===== src/rtl/xcp_checksum_engine_assert.svh =====
// ----------------------------------------------------------------------------
// xcp_checksum_engine assertion macros
// Shared concurrent assertion forms, clocked on clk, disabled in reset.
// ----------------------------------------------------------------------------
`ifndef XCP_CHECKSUM_ENGINE_ASSERT_SVH
`define XCP_CHECKSUM_ENGINE_ASSERT_SVH

// same-cycle implication
`define XCP_ASSERT_IMPL(lbl, ante, cons) \
    lbl: assert property (@(posedge clk) disable iff (!rst_n) (ante) |-> (cons)) \
        else $error("xcp checksum engine: assertion failed");

// next-cycle implication
`define XCP_ASSERT_NEXT(lbl, ante, cons) \
    lbl: assert property (@(posedge clk) disable iff (!rst_n) (ante) |=> (cons)) \
        else $error("xcp checksum engine: assertion failed");

`endif


===== src/rtl/xcp_pkg.sv =====
// ----------------------------------------------------------------------------
// xcp_pkg
// Checksum kind codes, running state type and byte-wide CRC functions.
// ----------------------------------------------------------------------------
`timescale 1ns / 1ps

package xcp_pkg;

    localparam logic [3:0] KIND_ADD11 = 4'd0;
    localparam logic [3:0] KIND_ADD12 = 4'd1;
    localparam logic [3:0] KIND_ADD14 = 4'd2;
    localparam logic [3:0] KIND_ADD22 = 4'd3;
    localparam logic [3:0] KIND_ADD24 = 4'd4;
    localparam logic [3:0] KIND_ADD44 = 4'd5;
    localparam logic [3:0] KIND_CRC16 = 4'd6;
    localparam logic [3:0] KIND_CCITT = 4'd7;
    localparam logic [3:0] KIND_CRC32 = 4'd8;

    localparam logic [15:0] CRC16_POLY_REF = 16'hA001;
    localparam logic [15:0] CCITT_POLY     = 16'h1021;
    localparam logic [31:0] CRC32_POLY_REF = 32'hEDB8_8320;

    typedef struct packed {
        logic [31:0] running_sum;
        logic [23:0] element_assembly;
        logic [1:0]  byte_position;
    } state_t;

    function automatic logic [31:0] start_value(input logic [3:0] kind);
        logic [31:0] v;
        case (kind)
            KIND_CCITT: v = 32'h0000_FFFF;
            KIND_CRC32: v = 32'hFFFF_FFFF;
            default:    v = 32'h0;
        endcase
        return v;
    endfunction

    function automatic state_t start_state(input logic [3:0] kind);
        state_t s;
        s.running_sum      = start_value(kind);
        s.element_assembly = 24'h0;
        s.byte_position    = 2'd0;
        return s;
    endfunction

    // byte index of the final byte of one element
    function automatic logic [1:0] elem_last_pos(input logic [3:0] kind);
        logic [1:0] p;
        case (kind)
            KIND_ADD22, KIND_ADD24: p = 2'd1;
            KIND_ADD44:             p = 2'd3;
            default:                p = 2'd0;
        endcase
        return p;
    endfunction

    function automatic logic [31:0] sum_mask(input logic [3:0] kind);
        logic [31:0] m;
        case (kind)
            KIND_ADD11:             m = 32'h0000_00FF;
            KIND_ADD12, KIND_ADD22: m = 32'h0000_FFFF;
            default:                m = 32'hFFFF_FFFF;
        endcase
        return m;
    endfunction

    function automatic logic [15:0] crc16_arc_byte(input logic [15:0] c_in,
                                                   input logic [7:0] b);
        logic [15:0] c;
        c = c_in ^ {8'h00, b};
        for (int i = 0; i < 8; i++) begin
            c = c[0] ? ((c >> 1) ^ CRC16_POLY_REF) : (c >> 1);
        end
        return c;
    endfunction

    function automatic logic [15:0] ccitt_byte(input logic [15:0] c_in,
                                               input logic [7:0] b);
        logic [15:0] c;
        c = c_in ^ {b, 8'h00};
        for (int i = 0; i < 8; i++) begin
            c = c[15] ? ((c << 1) ^ CCITT_POLY) : (c << 1);
        end
        return c;
    endfunction

    function automatic logic [31:0] crc32_byte(input logic [31:0] c_in,
                                               input logic [7:0] b);
        logic [31:0] c;
        c = c_in ^ {24'h0, b};
        for (int i = 0; i < 8; i++) begin
            c = c[0] ? ((c >> 1) ^ CRC32_POLY_REF) : (c >> 1);
        end
        return c;
    endfunction

endpackage


===== src/rtl/xcp_sum_update.sv =====
// ----------------------------------------------------------------------------
// xcp_sum_update
// One-byte update of the running checksum state and the finished value.
// ----------------------------------------------------------------------------
`timescale 1ns / 1ps

module xcp_sum_update (
    input  logic [3:0]    kind,
    input  xcp_pkg::state_t state,
    input  logic [7:0]    data_byte,
    input  logic          last_byte,
    output xcp_pkg::state_t state_next,
    output logic [31:0]   result
);
    import xcp_pkg::*;

    state_t      upd;
    logic [31:0] elem;
    logic [1:0]  pos;

    always_comb
    begin
        upd  = state;
        pos  = state.byte_position;
        elem = 32'h0;
        case (pos)
            2'd0:    elem = {24'h0, data_byte};
            2'd1:    elem = {16'h0, data_byte, state.element_assembly[7:0]};
            2'd2:    elem = {8'h0, data_byte, state.element_assembly[15:0]};
            default: elem = {data_byte, state.element_assembly};
        endcase

        case (kind)
            KIND_ADD11, KIND_ADD12, KIND_ADD14, KIND_ADD22, KIND_ADD24, KIND_ADD44:
            begin
                if (pos != elem_last_pos(kind))
                begin
                    upd.element_assembly = elem[23:0];
                    upd.byte_position    = pos + 2'd1;
                end
                else
                begin
                    upd.running_sum      = (state.running_sum + elem) & sum_mask(kind);
                    upd.element_assembly = 24'h0;
                    upd.byte_position    = 2'd0;
                end
            end
            KIND_CRC16:
                upd.running_sum = {16'h0, crc16_arc_byte(state.running_sum[15:0], data_byte)};
            KIND_CCITT:
                upd.running_sum = {16'h0, ccitt_byte(state.running_sum[15:0], data_byte)};
            KIND_CRC32:
                upd.running_sum = crc32_byte(state.running_sum, data_byte);
            default:
                upd = state;
        endcase

        case (kind)
            KIND_ADD11, KIND_ADD12, KIND_ADD14, KIND_ADD22, KIND_ADD24, KIND_ADD44:
                result = upd.running_sum & sum_mask(kind);
            KIND_CRC16, KIND_CCITT:
                result = {16'h0, upd.running_sum[15:0]};
            KIND_CRC32:
                result = ~upd.running_sum;
            default:
                result = 32'h0;
        endcase

        state_next = last_byte ? start_state(kind) : upd;
    end

endmodule


===== src/rtl/xcp_checksum_engine.sv =====
// A byte is registered into stage 1 on accept; when stage 1 advances, its
//   state update and, on the last byte, the checksum are written into the
//   state and result registers (a last byte waits while a result is unread).
// One byte per cycle is taken while no last byte waits on an unread result.
// A finished checksum waits in the result register while bytes keep flowing.
// Reset (rst_n low, async): kind 0 (add11), state cleared, both stages empty.
`timescale 1ns / 1ps
// ----------------------------------------------------------------------------
// xcp_checksum_engine
// Additive and CRC checksum over a byte stream, emitted on the last byte.
// ----------------------------------------------------------------------------

module xcp_checksum_engine (
    input  logic        clk,
    input  logic        rst_n,
    input  logic        cfg_valid,
    output logic        cfg_ready,
    input  logic [3:0]  cfg_data,
    input  logic        in_valid,
    output logic        in_ready,
    input  logic [7:0]  data_byte,
    input  logic        last_byte,
    output logic        out_valid,
    input  logic        out_ready,
    output logic [31:0] checksum_value
);
    import xcp_pkg::*;

    logic [3:0]  kind_reg;
    state_t      state_reg;
    state_t      state_next;
    state_t      upd_state;
    logic        s1_valid_reg;
    logic [7:0]  s1_byte_reg;
    logic        s1_last_reg;
    logic        out_valid_reg;
    logic        out_valid_next;
    logic [31:0] out_data_reg;
    logic [31:0] upd_result;
    logic        s1_adv;
    logic        out_load;
    logic        cfg_write;
    logic        multi_byte_kind;

    xcp_sum_update u_update (
        .kind       (kind_reg),
        .state      (state_reg),
        .data_byte  (s1_byte_reg),
        .last_byte  (s1_last_reg),
        .state_next (upd_state),
        .result     (upd_result)
    );

    assign s1_adv    = s1_valid_reg && (!s1_last_reg || !out_valid_reg || out_ready);
    assign out_load  = s1_adv && s1_last_reg;
    assign in_ready  = !s1_valid_reg || s1_adv;
    assign cfg_ready = !s1_valid_reg;
    assign cfg_write = cfg_valid && cfg_ready;

    assign multi_byte_kind = (kind_reg == KIND_ADD22) || (kind_reg == KIND_ADD24) ||
                             (kind_reg == KIND_ADD44);

    always_comb
    begin
        if (cfg_write)
            state_next = start_state(cfg_data);
        else if (s1_adv)
            state_next = upd_state;
        else
            state_next = state_reg;

        if (out_load)
            out_valid_next = 1'b1;
        else if (out_ready)
            out_valid_next = 1'b0;
        else
            out_valid_next = out_valid_reg;
    end

    always_ff @(posedge clk or negedge rst_n)
    begin
        if (!rst_n)
        begin
            kind_reg      <= KIND_ADD11;
            state_reg     <= start_state(KIND_ADD11);
            s1_valid_reg  <= 1'b0;
            out_valid_reg <= 1'b0;
        end
        else
        begin
            if (cfg_write)
                kind_reg <= cfg_data;
            state_reg     <= state_next;
            out_valid_reg <= out_valid_next;
            if (in_ready)
                s1_valid_reg <= in_valid;
        end
    end

    always_ff @(posedge clk)
    begin
        if (in_valid && in_ready)
        begin
            s1_byte_reg <= data_byte;
            s1_last_reg <= last_byte;
        end
        if (out_load)
            out_data_reg <= upd_result;
    end

    assign out_valid      = out_valid_reg;
    assign checksum_value = out_data_reg;

`include "xcp_checksum_engine_assert.svh"

    `XCP_ASSERT_NEXT(a_last_gives_result, out_load, out_valid_reg)
    `XCP_ASSERT_IMPL(a_stall_only_when_full, !in_ready, s1_valid_reg)
    `XCP_ASSERT_NEXT(a_restart_after_last, out_load && !cfg_write, state_reg.byte_position == 2'd0)
    `XCP_ASSERT_IMPL(a_pos_single_byte_kinds, !multi_byte_kind, state_reg.byte_position == 2'd0)

endmodule


===== config.mk =====
export PLATFORM = sky130hd
export DESIGN_NAME = xcp_checksum_engine
export DESIGN_NICKNAME = d
export VERILOG_FILES = /design/src/rtl/xcp_pkg.sv /design/src/rtl/xcp_sum_update.sv /design/src/rtl/xcp_checksum_engine.sv
export VERILOG_INCLUDE_DIRS = /design/src /design/src/rtl
export SDC_FILE = /design/constraint.sdc
export NUM_CORES = 1
export LEC_CHECK = 0
export ABC_AREA = 1
export BUFFER_PORTS_ARGS = -buffer_cell sky130_fd_sc_hd__buf_2
export CAP_MARGIN = 10
export CORE_UTILIZATION = 60
export DETAILED_ROUTE_END_ITERATION = 7
export PLACE_DENSITY = 0.78
export SYNTH_ARGS = -nofsm -noshare
export SYNTH_HDL_FRONTEND = slang
export SYNTH_SLANG_ARGS = --single-unit

===== constraint.sdc =====
create_clock -name clk -period 8.12 [get_ports clk]
set_input_delay 1.624 -clock clk [delete_from_list [all_inputs] [get_ports clk]]
set_output_delay 1.624 -clock clk [all_outputs]
set_load 0.01 [all_outputs]

Word-level counts from Yosys, hierarchy flattened

Index checks and enable logic that the tools add are counted.
W data, S select, Z words.

Bits in registers: 105
Input bits: 18
Output and inout bits: 35
Logic and storage cells: 117

$add $sub $neg: 2
Eq/ne operators: 13
Mux-type cells: 43
Bitwise gates (word level): 30
Reduce and logical (&&, ||, !) cells: 20

Operators with widths:

| operator             | number |
|---|---|
| $mux W32             | 12 |
| $pmux W32 S2         | 3 |
| $pmux W32 S3         | 2 |
| $mux W58             | 3 |
| $mux W16             | 8 |
| $pmux W32 S4         | 1 |
| $not A13 Y14         | 8 |
| $mux W13             | 8 |
| $and A32 B32 Y32     | 2 |
| $mux W26             | 2 |
| $add A32 B32 Y32     | 1 |
| $not A32 Y32         | 1 |
| $xor A32 B8 Y32      | 1 |
| $not A2 Y3           | 8 |
| $not A3 Y3           | 8 |
| $eq A4 B3 Y1 const B | 5 |
| $xor A16 B16 Y16     | 1 |
| $xor A16 B8 Y16      | 1 |
| $eq A4 B2 Y1 const B | 2 |
| $eq A4 B4 Y1 const B | 2 |
| $reduce_or A2 Y1     | 3 |
| $reduce_or A6 Y1     | 1 |
| $eq A4 B1 Y1 const B | 1 |
| $logic_and A1 B1 Y1  | 4 |
| 14 further kinds     | 20 |

Logic depth before layout (Yosys ltp)

Gate-level depths: netlist (run 1).

Depth in word-level cells: 21
Mapped depth: 24
Mapped depth without buffers: 24

Modules after synthesis

Synthesis (run 1) repeated with hierarchy kept, for this count alone.

Cell total of the unflattened synthesis: 1717
Area total of the unflattened synthesis: 10563.9 µm²

Modules (own cells, without submodules):

| module              | times used | cells each | area each (µm²) |
|---|---|---|---|
| xcp_sum_update      | 1          | 1311       | 6414.9 |
| xcp_checksum_engine | 1          | 406        | 4149.0 |

Worst setup path after synthesis (run 1)

No wires, ideal clock.

Kind: in2out
From: input port out_ready
To: output port in_ready
Arrival: 1853 ps
Slack: 4643 ps
Stages on the path: 2
Path through: inv_1 -> nand4_1

Word-level cells in the longest chain between the ends: 3

RTL lines:

| element             | RTL line                  | text |
|---|---|---|
| start: declaration  | xcp_checksum_engine.sv:24 | `input logic out_ready,` |
| $logic_or A1 B1 Y1  | xcp_checksum_engine.sv:54 | `assign s1_adv = s1_valid_reg && (!s1_last_reg \|\| !out_valid_reg \|\| out_ready);` |
| $logic_and A1 B1 Y1 | xcp_checksum_engine.sv:54 |  |
| $logic_or A1 B1 Y1  | xcp_checksum_engine.sv:56 | `assign in_ready = !s1_valid_reg \|\| s1_adv;` |
| end: declaration    | xcp_checksum_engine.sv:20 | `output logic in_ready,` |

Every way passes these cells.

Final worst setup path (run 1)

From: register state_reg[0] (netlist bit)
To: register out_data_reg[29] (netlist: checksum_value[29]) (data pin)

Word-level cells in the longest chain between the ends: 8
Elaborated cells between the ends (all ways): 12
Those cells by class: add/sub: 1; eq/ne: 3; mux: 4; bitwise: 3; reduce/logical: 1

RTL lines:

| element                                                 | RTL line                                   | text |
|---|---|---|
| start: declaration                                      | xcp_checksum_engine.sv:30                  | `state_t state_reg;` |
| start signal: assignment                                | xcp_checksum_engine.sv:85                  | `state_reg <= start_state(KIND_ADD11);` |
| start signal: assignment                                | xcp_checksum_engine.sv:93                  | `state_reg <= state_next;` |
| $eq A2 B2 Y1 (tied with other cells)                    | xcp_sum_update.sv:26                       | `case (pos)` |
| $pmux W32 S3                                            | xcp_sum_update.sv:26                       |  |
| $add A32 B32 Y32                                        | xcp_sum_update.sv:43                       | `upd.running_sum = (state.running_sum + elem) & sum_mask(kind);` |
| $and A32 B32 Y32                                        | xcp_sum_update.sv:43                       |  |
| $mux W32 (*)                                            | xcp_sum_update.sv:36                       | `if (pos != elem_last_pos(kind))` |
| $pmux W32 S4 (*)                                        | xcp_sum_update.sv:33                       | `case (kind)` |
| $and A32 B32 Y32 / $not A32 Y32 (equally long branches) | xcp_sum_update.sv:60, xcp_sum_update.sv:64 |  |
| $pmux W32 S3 (*)                                        | xcp_sum_update.sv:58                       | `case (kind)` |
| named net u_update.result[29]                           | xcp_sum_update.sv:13                       | `output logic [31:0] result` |
| end signal: assignment                                  | xcp_checksum_engine.sv:108                 | `out_data_reg <= upd_result;` |
| end: declaration                                        | xcp_checksum_engine.sv:38                  | `logic [31:0] out_data_reg;` |

The timed path passes the listed nets; every way through them passes the cells marked *.
A chain may end at the register's enable or synchronous reset.

==> metrics.txt, run 1 <==
drt drc 0; Final Power 3.020 mW; CP Buf/Inv Count 1; setup TNS 0 ps; Starting Density 62.12%; Stages on worst setup path 21; Root Buffer clkbuf_16; fraction of layout cells with a size suffix above 1 7.365%; CTS HTree Levels 3; Detailed Route WL 31540 um; CP Launch Type register; Max Fclk 243.6 MHz; Top delay family on crit path simple AND/OR/NAND/NOR gates; chip height 130.9 um; WHS Path Cells 2; vias in the first global route 9091; kind of end point of the critical path register; fraction of the mapped netlist area in adder cells 4.967%; Post-synth EDFFs 41; Layout Utilization 66.50%; run status finished, final reports clean; routed len/inst 16.97 um; first-pass GRT wire length 47890 um; worst hold path type reg2reg; total die area 0.01714 mm^2; PortBufs 52; compound-cell area share of the yosys netlist 13.22%; Place WS 3659 ps; slew margin rel. 26.22%; Bufs on Longest Clock Path 2; crit-path cells ha_1 > nor2_1 > nand2_1 > inv_1 > o22ai_1 > ha_1 > nand2_1 > nor2_1 > nand2_1 > nand3_1 > nand2_1 > nand2_1 > nand2_1 > nand2_1 > nand2_1 > nand3_1 > nand2_1 > nand2_1 > nand2_1 > nand3_1 > o21ai_0; DRT antenna net count 0; skew final 12.95 ps; simple logic cell fraction of the synthesized area 34.30%; largest net degree at the start of global routing 65; CTS resizes 0; mux contribution to synthesized area 0%; clock insertion delay at the later pin of the skew report 370 ps; Tmin final 4106 ps; Initial DRT Pass Iterations 7; synth warn 0; core footprint 0.01606 mm^2; TritonCTS sink count 105; r2r worst-path depth 21; Layout area overhead 7.049%; hpwl dp 23860 um; crit-path max FO 11; Slew @ Worst Pin 1106 ps; First DRT Iteration DRCs 1152; Max Cap Violations 0; # rows 46; Final Hold Vio Count 0; RSZ-0062 raised after global routing no; gr usage total 37.96%; Crit Path Class reg2reg; Max rail drop VDD 0.0001766 V; period utilization 50.57%; worst path required time 8220 ps; cell area after synthesis 0.009975 mm^2; total global routing overflow 0; largest family of logic cells by synthesized area simple AND/OR/NAND/NOR gates; Synth Flop Type dfrtp_1; clk slew on worst S/H paths 80 ps; post-synthesis sequential area ratio 28.40%; nets 1695; Setup Fix Bufs, Post-CTS 0; Post-CTS Hold Fix Bufs 0; num ports 53; Critical Path AT 4210 ps; cell repeated most along the worst path nand2_1; die width 130.9 um; antenna diode count 0; vias 10390; Final WS setup 4014 ps; max-slew violation count 0; initial antenna violation count 0; Yosys reg bits 105; critical path's slowest cell nor2_1; routability cong. 0.9550; Post-Synth XOR/XNOR Area 6.510%; CTS tree built; Largest register FFs 58; post-synthesis async set-or-reset flop share 60.95%; CP max stage delay 570 ps; clock buffer count from CTS 9; DR vias/cell 5.586; final setup violation count 0; Avg Inst Size Synth 6.207 um^2; leakage power 5.780 nW; Netlist cell types 44; Cells after Synth 1607; pwr/cell area 282.8 mW/mm^2; syn nets 1664
==> per-stage QoR <==
| step | hold slack, ps | cell area, um^2 | instances |
|---|---|---|---|
| 2_1_floorplan | 486.2 | 9975 | 1607 |
| 3_3_place_gp | 497.5 | 10350 | 1841 |
| 3_5_place_dp | 509.1 | 10350 | 1841 |
| 4_1_cts | 530.0 | 10640 | 1857 |
| 5_1_grt | 550.2 | 10680 | 1859 |
| 6_report | 525.7 | 10680 | 1859 |
==> power breakdown <==
| group | internal [mW] | total [mW] | switching [mW] |
|---|---|---|---|
| sequential | 0.667 | 0.794 | 0.128 |
| clock | 0.216 | 0.438 | 0.222 |
| combinational | 0.557 | 1.79 | 1.23 |
| total | 1.44 | 3.02 | 1.58 |
==> worst paths after layout <==
check | end | start | slack, ps
min in group asynchronous | state_reg[53] | rst_n | 1450
max in group asynchronous | state_reg[32] | rst_n | 6080
setup reg to reg | checksum_value[29] | state_reg[0] | 4010
setup / recovery | checksum_value[29] | state_reg[0] | 4010
hold reg to reg | state_reg[22] | state_reg[22] | 530
hold / removal | state_reg[22] | state_reg[22] | 530
==> synthesized netlist by cell type (2+ instances only) <==
cell type	instances	share of area, %
inv_2	9	0.34
inv_6	2	0.18
and2_1	2	0.13
a211oi_1	2	0.15
nand2_1	537	20
xor2_1	41	3.6
nand3b_1	2	0.15
buf_6	4	0.45
o21bai_1	3	0.23
a22oi_1	3	0.23
inv_1	264	9.9
edfxtp_1	41	12
nand2_4	3	0.34
o21ai_0	95	4.8
xnor2_1	20	1.8
nor2_2	5	0.31
clkbuf_1	22	0.83
xnor2_4	2	0.55
nand2_2	9	0.56
nand4_1	6	0.38
nor2_1	118	4.4
nand3_1	127	6.4
o22ai_1	25	1.6
buf_2	10	0.50
nor3_1	6	0.30
nor4_1	4	0.25
buf_4	2	0.15
o21ai_1	20	1.0
dfrtp_1	64	16
or2_2	9	0.56
xor2_2	2	0.33
ha_1	38	4.8
o211ai_1	6	0.45
clkinv_1	2	0.075
a21oi_1	93	4.7
==> layout make-up <==
class / instances / area, um^2
Clock inverter: 6 / 55.05
Multi-Input combinational cell: 1184 / 5887
Fill cell: 1532 / 5380
Tap cell: 216 / 270.3
Inverter: 278 / 1056
Sequential cell: 105 / 2833
Clock buffer: 10 / 229.0
Timing Repair Buffer: 60 / 347.8
==> layout by cell type (no fill, tap or decap), types with 2 or more instances in the layout <==
master,n
a211oi_1,2
a21oi_1,93
a22oi_1,3
and2_1,2
buf_2,52
buf_4,6
clkbuf_16,9
clkinv_1,3
dfrtp_1,64
edfxtp_1,41
ha_1,38
inv_1,263
inv_2,9
inv_4,2
inv_6,4
inv_8,2
nand2_1,537
nand2_2,9
nand2_4,3
nand3_1,127
nand3b_1,2
nand4_1,6
nor2_1,117
nor2_2,6
nor3_1,6
nor4_1,4
o211ai_1,6
o21ai_0,95
o21ai_1,20
o21bai_1,3
o22ai_1,25
or2_2,9
xnor2_1,20
xnor2_4,2
xor2_1,41
xor2_2,2
==> routing by layer <==
metal | routed length (um) | track usage (%) | share of wire (%)
met2 | 13870 | 59.48 | 44
met5 | 0 | 0 | 0
met3 | 2914 | 6.637 | 9.2
met4 | 1692 | 20.08 | 5.4
met1 | 13070 | 50.10 | 41
==> worst min-delay path, stage by stage (launching register included) <==
cell,delay (ps)
dfrtp_1,330
inv_1,50
o21ai_1,110
==> cell families after synthesis <==
kind of cell             count (synthesis)
AO/OA/AOI/OAI                          249
AND/OR/NAND/NOR                        830
XOR/XNOR                                66
flip-flops                             105
buffers and inverters                  318
adder cells (fa/ha/maj)                 39
No activity file was read; power rests on OpenSTA's default activity.
==> run 2, diff against run 1 <==
- ABC_AREA: 1 -> 0
- CORE_UTILIZATION: 60 -> 56
- PLACE_DENSITY: 0.78 -> 0.77
- clock period: 8.12 -> 3.7 ns (I/O delays scaled with it)
==> run 2 against run 1 <==
  * The flow now finishes with violations (negative setup slack)
  * Count of clock-buffer cells in the layout rose by 1
  * Cell count decreased by 33%
  * Worst hold slack got worse by 180 ps
  * Wire length fell by 12%
  * Synthesized cell count down 44%
  * First-iteration DRC count is 28% lower
  * Maximum frequency rose by 2.8%
  * Sequential share of layout area is 0.82 points higher
  * Global-route usage down 0.20 points
  * Largest cell class unchanged
  * Largest power group unchanged
==> metrics.txt, run 2 <==
run status finished, violations left; post-synthesis async set-or-reset flop share 60.95%; Starting Density 57.20%; total global routing overflow 0; TritonCTS sink count 105; Max Fclk 250.3 MHz; CP Launch Type register; CTS tree built; cell repeated most along the worst path a221o_1; final setup violation count 32; largest area contributor in the netlist dfrtp_1; Critical Path AT 4090 ps; die width 123.8 um; most frequent cells in the layout buf_4, nand2_1, o21ai_0, dfrtp_1, xnor2_1; Root Buffer clkbuf_16; Critical Path Sink checksum_value[20]; Max rail drop VDD 0.0003411 V; Place WS -464.0 ps; clock buffer count from CTS 9; gr usage total 37.76%; failing checks negative setup slack; CP max stage delay 430 ps; clk slew on worst S/H paths 80 ps; period utilization 108.0%; slew margin rel. 11.55%; Largest register FFs 58; Synth Flop Type dfrtp_1; Comb pwr share 62.6%; Cells after Synth 903; worst hold path type in2async; most frequent cell after synthesis nand2_1; Post-CTS Hold Fix Bufs 0; num ports 53; Pint 3.948 mW; worst path required time 3800 ps; cell area after synthesis 0.008313 mm^2; Clk pwr share 13.4%; WHS 342.2 ps; DR top layer met4; Tmin final 3995 ps; crit-path max FO 5; synth warn 0; Met3 Routed Length 2860 um; met2 wire length 12380 um; nets 1106; Detailed Route WL 27630 um; Avg Inst Size Synth 9.206 um^2; max-slew violation count 0; sequential fraction of design power 24.1%; Netlist cell types 74; initial antenna violation count 1; sw frac 46.07%; Psw 3.373 mW; post-synthesis sequential area ratio 34.08%; setup TNS -3686 ps; DRT antenna net count 0; post-synth top area share 19.27%; synth top area cells dfrtp_1, edfxtp_1, xnor2_1; Bufs on Longest Clock Path 2; total die area 0.01534 mm^2; syn nets 960; leading cell types by count after synthesis nand2_1, o21ai_0, a21oi_1, xnor2_1, dfrtp_1; critical path's slowest cell dfrtp_1; routed len/inst 22.30 um; # rows 44; fraction of layout cells with a size suffix above 1 29.70%; first-pass GRT wire length 42380 um; Yosys reg bits 105; Top delay family on crit path compound AO/OA/AOI/OAI gates; hpwl dp 20190 um; routability cong. 1.008; most common cell after layout, fill and taps aside buf_4; core footprint 0.01453 mm^2; Reg-to-Reg End checksum_value[20]; DR vias/cell 6.430; largest net degree at the start of global routing 41; Post-Route M1 WL 11240 um; FF-to-FF Start state_reg[1]; pwr/cell area 706.8 mW/mm^2; worst reg2reg setup slack -300 ps; Layout Utilization 71.26%; Crit Path Class reg2reg; leakage power 4.484 nW; CTS HTree Levels 3; Final WS setup -295.5 ps; vias in the first global route 7660; clock insertion delay at the later pin of the skew report 380 ps; Max Cap Violations 0; PortBufs 52; vias 7967; First DRT Iteration DRCs 832; crit-path cells ha_2 > or3_4 > buf_4 > a22o_1 > ha_1 > and2_4 > a221o_1 > a221o_1 > a31oi_4 > o21ai_2 > xor2_1 > a222oi_1 > mux2i_1 > nor2_1; Final Hold Vio Count 0; RSZ-0062 raised after global routing yes; drt drc 0; Layout area overhead 24.59%; CP startpoint state_reg[1]; Slew @ Worst Pin 1322 ps; skew final 10.86 ps; Initial DRT Pass Iterations 8; kind of end point of the critical path register; Post-synth EDFFs 41; chip height 123.8 um; r2r worst-path depth 14; Stages on worst setup path 14; CP Buf/Inv Count 1
==> run 2: cell count changes after synthesis, sizes merged, moves of 14 or more <==
cell / before / now
a21oi: 93 / 76
a221oi: 0 / 16
a22o: 0 / 41
clkbuf: 23 / 37
inv: 276 / 18
nand2: 549 / 95
nand3: 128 / 9
nor2: 124 / 54
o21a: 0 / 20
o21ai: 115 / 97
o22ai: 25 / 9
xnor2: 22 / 81
==> run 2: cell type report <==
class | count | area (um^2)
Clock inverter | 5 | 46.29
Inverter | 18 | 67.56
Sequential cell | 105 | 2833
Clock buffer | 11 | 242.7
Fill cell | 1106 | 4177
Multi-Input combinational cell | 730 | 5673
Antenna cell | 1 | 2.502
Tap cell | 184 | 230.2
Timing Repair Buffer | 185 | 1262
==> run 2: worst min-delay path by stage <==
stage	startpoint	end	slack (ps)
4_1_cts	rst_n	state_reg[4]	370
3_3_place_gp	state_reg[21]	state_reg[21]	490
5_1_grt	rst_n	state_reg[4]	390
6_report	rst_n	state_reg[4]	340
3_5_place_dp	state_reg[12]	state_reg[12]	490
2_1_floorplan	rst_n	kind_reg[0]	440
==> run 2: cell families after synthesis <==
family | synth area share (%)
adders and majority gates | 5.960
and+or+nand+nor | 11.32
buffers and inverters | 3.326
xor gates and xnor gates | 16.30
AOI/OAI and AO/OA | 27.26
muxes | 1.761
DFF | 34.08
==> run 2: power by group through the flow <==
stage	clock network [mW]	registers (mW)	logic [mW]
global route	1.03	1.77	4.87
finish	0.980	1.76	4.58
CTS	0.980	1.73	4.32
floorplan	0	1.64	2.92
detailed placement	0	1.74	4.15
global placement	0	1.74	4.11
==> run 2: repair_timing <==
item,CTS,global route
buffers inserted,11,4
pin swaps,35,33
resized for setup,31,56
endpoints found under the setup margin,37,51
==> run 2: per-layer routing <==
metal	vias to the layer above	GRT usage, %
met3	95	8.654
met4	0	16.87
met1	3794	50.97
met2	468	57.40
met5	-	0
li1	3610	-
==> run 2: stage by stage <==
step	cells	area [um^2]	power, mW
after CTS	1235	10120	7.024
after global routing	1239	10360	7.673
final	1239	10360	7.321
after floorplan	903	8409	4.558
after global placement	1208	9570	5.850
after detailed placement	1208	9570	5.894
